`src/gha_pkg.sv`:
```
// ----------------------------------------------------------------------------
// Generational handle allocator: package
// Widths, request and status codes, free stack types.
// ----------------------------------------------------------------------------
package gha_pkg;

    localparam int SLOT_COUNT = 64;
    localparam int IDX_W      = 6;
    localparam int GEN_W      = 32;
    localparam int CNT_W      = 7;

    typedef enum logic [1:0] {
        REQ_ALLOC  = 2'd0,
        REQ_FREE   = 2'd1,
        REQ_LOOKUP = 2'd2,
        REQ_STOP   = 2'd3
    } req_t;

    typedef enum logic [1:0] {
        ST_OK   = 2'd0,
        ST_FULL = 2'd1,
        ST_BAD  = 2'd2
    } status_t;

    // Freed slot index together with its already bumped generation
    typedef struct packed {
        logic [IDX_W-1:0] idx;
        logic [GEN_W-1:0] gen;
    } stack_entry_t;

    typedef struct packed {
        logic push;
        logic pop;
    } stack_ctl_t;

endpackage

```
`src/gha_free_stack.sv`:
```
// ----------------------------------------------------------------------------
// Generational handle allocator: free stack
// LIFO of freed slots in a memory, with the top two entries cached in
// registers so a pop never waits on a memory read.
// ----------------------------------------------------------------------------
module gha_free_stack
    import gha_pkg::*;
(
    input  logic             clk,
    input  logic             rst_n,
    input  stack_ctl_t       ctl,
    input  stack_entry_t     push_entry,
    output stack_entry_t     top,
    output logic [CNT_W-1:0] depth
);

    stack_entry_t     mem [SLOT_COUNT];
    stack_entry_t     top_reg;
    stack_entry_t     below_reg;
    logic [CNT_W-1:0] depth_reg;
    logic [CNT_W-1:0] depth_next;
    logic [CNT_W-1:0] refill_ptr;
    logic [IDX_W-1:0] refill_addr;

    // entry that becomes second from top after a pop
    assign refill_ptr  = depth_reg - CNT_W'(3);
    assign refill_addr = refill_ptr[IDX_W-1:0];

    always_comb
    begin
        depth_next = depth_reg;
        if (ctl.push)
        begin
            depth_next = depth_reg + CNT_W'(1);
        end
        else if (ctl.pop)
        begin
            depth_next = depth_reg - CNT_W'(1);
        end
    end

    always_ff @(posedge clk or negedge rst_n)
    begin
        if (!rst_n)
        begin
            depth_reg <= '0;
        end
        else
        begin
            depth_reg <= depth_next;
        end
    end

    always_ff @(posedge clk)
    begin
        if (ctl.push)
        begin
            mem[depth_reg[IDX_W-1:0]] <= push_entry;
            top_reg                   <= push_entry;
            below_reg                 <= top_reg;
        end
        else if (ctl.pop)
        begin
            top_reg   <= below_reg;
            below_reg <= mem[refill_addr];
        end
    end

    assign top   = top_reg;
    assign depth = depth_reg;

endmodule

```
`config.mk`:
```
export PLATFORM = sky130hd
export DESIGN_NAME = gha_free_stack
export DESIGN_NICKNAME = d
export VERILOG_FILES = /design/src/gha_pkg.sv /design/src/gha_free_stack.sv
export SDC_FILE = /design/constraint.sdc
export NUM_CORES = 2
export LEC_CHECK = 0
export CELL_PAD_IN_SITES_DETAIL_PLACEMENT = 0
export CELL_PAD_IN_SITES_GLOBAL_PLACEMENT = 1
export CORE_MARGIN = 2
export CORE_UTILIZATION = 50
export DETAILED_ROUTE_END_ITERATION = 12
export DONT_BUFFER_PORTS = 1
export GPL_ROUTABILITY_DRIVEN = 0
export HOLD_SLACK_MARGIN = 0.06
export PLACE_DENSITY_LB_ADDON = 0.1
export SLEW_MARGIN = 5
export SYNTH_ARGS = -nofsm -noshare
export SYNTH_HDL_FRONTEND = slang
export SYNTH_SLANG_ARGS = --single-unit
export TNS_END_PERCENT = 1
```
`constraint.sdc`:
```
create_clock -name clk -period 10.55 [get_ports clk]
set_input_delay 3.165 -clock clk [delete_from_list [all_inputs] [get_ports clk]]
set_output_delay 3.165 -clock clk [all_outputs]
set_load 0.05 [all_outputs]
```
After elaboration in Yosys (flattened, before gate mapping)
Memories as Yosys holds them, arrays and structs flattened.
Cells that the tools add are included.
{ "op_classes": {"n_addsub": 3, "muxes": 8, "n_reduce_logical": 1} }
{ "ops": {"columns": ["operator", "n"], "rows": [
  ["2-to-1 mux 38 bit", 4],
  ["2-to-1 mux 7 bit", 2],
  ["adder 7 x 1 -> 7 bit (second input constant)", 1],
  ["subtractor 7 x 1 -> 7 bit (second input constant)", 1],
  ["subtractor 6 x 2 -> 6 bit (second input constant)", 1],
  ["2-to-1 mux 1 bit", 2],
  ["nonzero test 2 bit", 1]
]} }
{ "totals": {"reg_bits": 83, "ram_bits": 2432, "inputBits": 42, "output_inout_bits": 45, "elab_cells": 18, "memories": 1} }
{ "mem_list": {"columns": ["memory", "depth", "word_bits", "read_ports", "rd_ports_with_merged_regs", "wr", "line_no", "text"], "rows": [
  ["mem", 64, 38, 1, 0, 1, "gha_free_stack.sv:17", "stack_entry_t mem [SLOT_COUNT];"]
]} }

Logic depth before layout (Yosys ltp)
An unclocked memory read counts as a cell.
{ "logic_depth": {"ltp_word": 4, "depth_mapped": 10, "depth_no_buf": 8} }

Worst setup path before layout
Ideal clock, no wire load.
{ "synth_timing": {"path_type": "input -> register", "startpoint": "input port ctl[1] in the netlist's numbering", "endpoint": "memory mem[57][0] in the netlist's numbering, enable pin", "setup_ns": 0.433, "arrival_ns": 5.700, "t_required_ns": 10.117, "path_slack_ns": 4.416, "stages": 4, "path_buffers": 2, "path_cell_list": "clkbuf_1 -> clkbuf_1 -> nand3_1 -> nor2_1"} }
{ "synth_via": {"elab_chain_cells": 2} }
{ "synth_rtl": {"columns": ["item", "line_no", "text"], "rows": [
  ["from (decl)", "gha_free_stack.sv:11", "input stack_ctl_t ctl,"],
  ["2-to-1 mux 1 bit", "gha_free_stack.sv:56", "if (ctl.push)"],
  ["2-to-1 mux 1 bit (not written as such)", "gha_free_stack.sv:58", "mem[depth_reg[IDX_W-1:0]] <= push_entry;"],
  ["to (decl)", "gha_free_stack.sv:17", null]
]} }
No other way between the ends.

Final worst setup path
{ "layout_timing": {"startpoint": "input port ctl[1] in the netlist's numbering", "endpoint": "memory mem[6][11] in the netlist's numbering, enable pin"} }
The elaborated chain is that of the path after synthesis.

==> metrics.md <==
| Metric | Value |
|---|---|
| Post-cts sizing count | 0 |
| Grt ovf | 0 |
| Antenna violations before repair | 14 |
| CP Cell Sequence | inv_1 -> nor2_1 -> nand3_1 -> nor2_4 -> buf_4 |
| Largest register FFs | 2432 |
| CTS clk-pin slew, worst paths | 0.06 ns |
| Syn Std Cell Area | around 97000 um2 |
| Vias | 45100 |
| Gr usage total | 0.244 |
| DR pass1 iterations | 7 |
| Antenna Nets Post-Route | 0 |
| CP Capture Point | mem[6][11]$_DFFE_PP_ |
| Top-area cell type share of the netlist area | 0.780 |
| Worst rel slew slack | 0.166 |
| Seq/Total Area, Yosys | 0.782 |
| Layout cells sized above 1 | 0.259 |
| CTS tree | built |
| TritonCTS Sinks | roughly 2500 |
| Hold slack final | roughly 0.53 ns |
| TritonCTS Buffers | roughly 280 |
| CP startpoint | ctl[1] |
| Netlist cell types | 42 |
| Hold Path Stages | 1 |
| Static Leak | roughly 34 nW |
| Die Ht | between 400 and 500 um |
| DR WL/cell | 32.6 um |
| Setup violators final | 0 |
| Vias per cell | between 6 and 7 |
| Worst slew pin tran | about 1.2 ns |
| Worst Hold Class | flip-flop to flip-flop |
| CP peak stage delay | approximately 0.9 ns |
| Design Power | approximately 32 mW |
| Htree depth | 5 |
| Most common cell after layout, fill and taps aside | edfxtp_1 |
| Register bit count reported by yosys | 2515 |
| Status | complete, no violations |
| Clk_lat worst skew | ~0.9 ns |
| Max Fanout on Critical Path | 85 |
| Final #Nets | 4617 |
| Io pins | between 80 and 90 |
| Vias in the first global route | approximately 46000 |
| Area of the multi-input gates | around 21000 um2 |
| Crit-path slowest cell | nand3_1 |
| Worst path bufs/invs | 2 |
| Worst Setup End Kind | flip-flop |
| Worst EP required | between 10 and 15 ns |
| Max Cap Viol | 0 |
| Syn_nets | roughly 4500 |
| Worst r2r dst | below_reg[16]$_DFFE_PP_ |
| FF-to-FF path depth | 8 |
| Mapped Avg Cell Area | ~22 um2 |
| FP Rows | about 160 |
| Setup slack, reg-to-reg | around 5.5 ns |
| Crit path DAT | approximately 5.7 ns |
| Synth top area cells | edfxtp_1 78%, mux4_2 14%, nand2_1 1.4% |
| Post-DP HPWL | approximately 130 mm |
| Most frequent cells in the layout | 2508 x edfxtp_1, 608 x mux4_2, 357 x nand2_1 |
| Worst path depth | 5 |
| CTS root buf | clkbuf_16 |
| CP Launch Type | input port |
| Cts-stage hold buffer count | 0 |
| Post-Route WL | 237 mm |
| CTS max path bufs | 4 |
| Cells after Synth | roughly 4400 |
| Unrepaired setup endpoints after global routing | false |
| PortBufs | 0 |
| Reg2reg start | depth[0]$_DFFE_PN0P_ |
| Yosys warnings | 0 |
| # Post-CTS Setup Buffers | 0 |
| First-pass GRT wire length | approximately 340 mm |
| Die area | between 150000 and 200000 um2 |
| Initial Utilization | 0.503 |
| Cell taking the most area after synthesis | edfxtp_1 |
| Clk_skew | approximately 0.033 ns |
| Core ar. | 192000 um2 |
| Largest net degree at the start of global routing | ~110 |
| Filler cells | 14300 |
| Max Clk Rate | roughly 190 MHz |
| Final hold viol count | 0 |
| Fin crit period | around 5.2 ns |
| Fin Setup TNS | 0 ns |
| DRC viols | 0 |
| 1st-iter DRT viols | around 4500 |
| Storage element area | about 75000 um2 |
| Worst vdd ir | between 0.0003 and 0.0004 V |
| Worst Setup Path Type | input port to flip-flop |
| Die Wd | 443 um |
| P&R area growth vs syn | 12.2% |
| Post-route clock period utilization | 0.490 |
| Crit-path leading delay family | simple AND/OR/NAND/NOR gates |
| Slew Limit Fails | 0 |
| Power density over the cells | 298 nW/um2 |
[kinds of logic (layout without fill, tap and decap cells)]
logic type      Yosys count  in the layout  synth area share
flops                  2515           2515             0.782
mux                     755            755             0.158
simple gates            561            561            0.0242
compound gates          309            309            0.0214
buf+inv                 259            584            0.0124
xor+xnor                 15             15           0.00152
fa+ha+maj                 7              7          0.000985
other cells               0              3                 0
[report_power, final]
group	internal [mW]	switching, mW	total (mW)
combinational	4.56	6.88	11.4
clock	5.18	3.70	8.87
sequential	11.5	0.400	11.9
[worst register-to-register path, delay by kind of cell (launching register included)]
kind	cells	cell delay [ns]
compound gates	3	0.93
buf+inv	3	2.27
mux	2	0.92
flops	1	0.72
[worst min path at each step]
stage,slack (ns),startpoint,endpoint
after global placement,0.53,below_reg[9]$_DFFE_PP_,top[9]$_DFFE_PP_
after global routing,0.55,below_reg[19]$_DFFE_PP_,top[19]$_DFFE_PP_
after CTS,0.53,below_reg[19]$_DFFE_PP_,top[19]$_DFFE_PP_
after floorplan,0.52,below_reg[0]$_DFFE_PP_,top[0]$_DFFE_PP_
final,0.53,below_reg[19]$_DFFE_PP_,top[19]$_DFFE_PP_
after detailed placement,0.53,below_reg[33]$_DFFE_PP_,top[33]$_DFFE_PP_
[metrics by stage]
stage	cell area, um2	worst slack, ns	utilization	instances
final	108000	5.38	0.564	7275
after global routing	108000	4.93	0.564	7273
after CTS	108000	5.35	0.564	7272
after detailed placement	100000	4.58	0.521	6811
after global placement	100000	4.62	0.521	6811
after floorplan	96600	4.42	-	4421
[final cells by class]
type | count | share of cell area
clock buffer | 341 | 0.0685
antenna | 3 | 0.0000693
multi-input combinational | 1647 | 0.189
clock inverter | 120 | 0.00709
timing repair buffer | 119 | 0.00894
inverter | 4 | 0.000162
tap | 2526 | 0.0292
sequential | 2515 | 0.697
[synthesized netlist by cell type, drive strengths merged]
library cell and instances:
nand3 52, mux2i 78, mux4 608, inv 4, nor2 87, or3b 1, or2 1, xnor2 10
a2111oi 1, a211oi 38, nand4 9, dfrtp 7, mux2 69, fa 1, a31oi 69, and2 9
edfxtp 2508, a21o 3, buf 170, o22ai 9, clkbuf 85, nor2b 35, nand2b 1, o21ai 102
nand3b 2, xor2 5, o31ai 2, a21oi 7, nand2 359, or3 2, a32oi 76, nor3 1
o21bai 2, nor3b 2, ha 6
[metal layers]
metal  track usage  wire length [um]
met1         0.344             99100
met2         0.386            115000
met3        0.0481             15900
met4        0.0795              7440
met5             0                39
No activity file was read; power rests on OpenSTA's default activity.
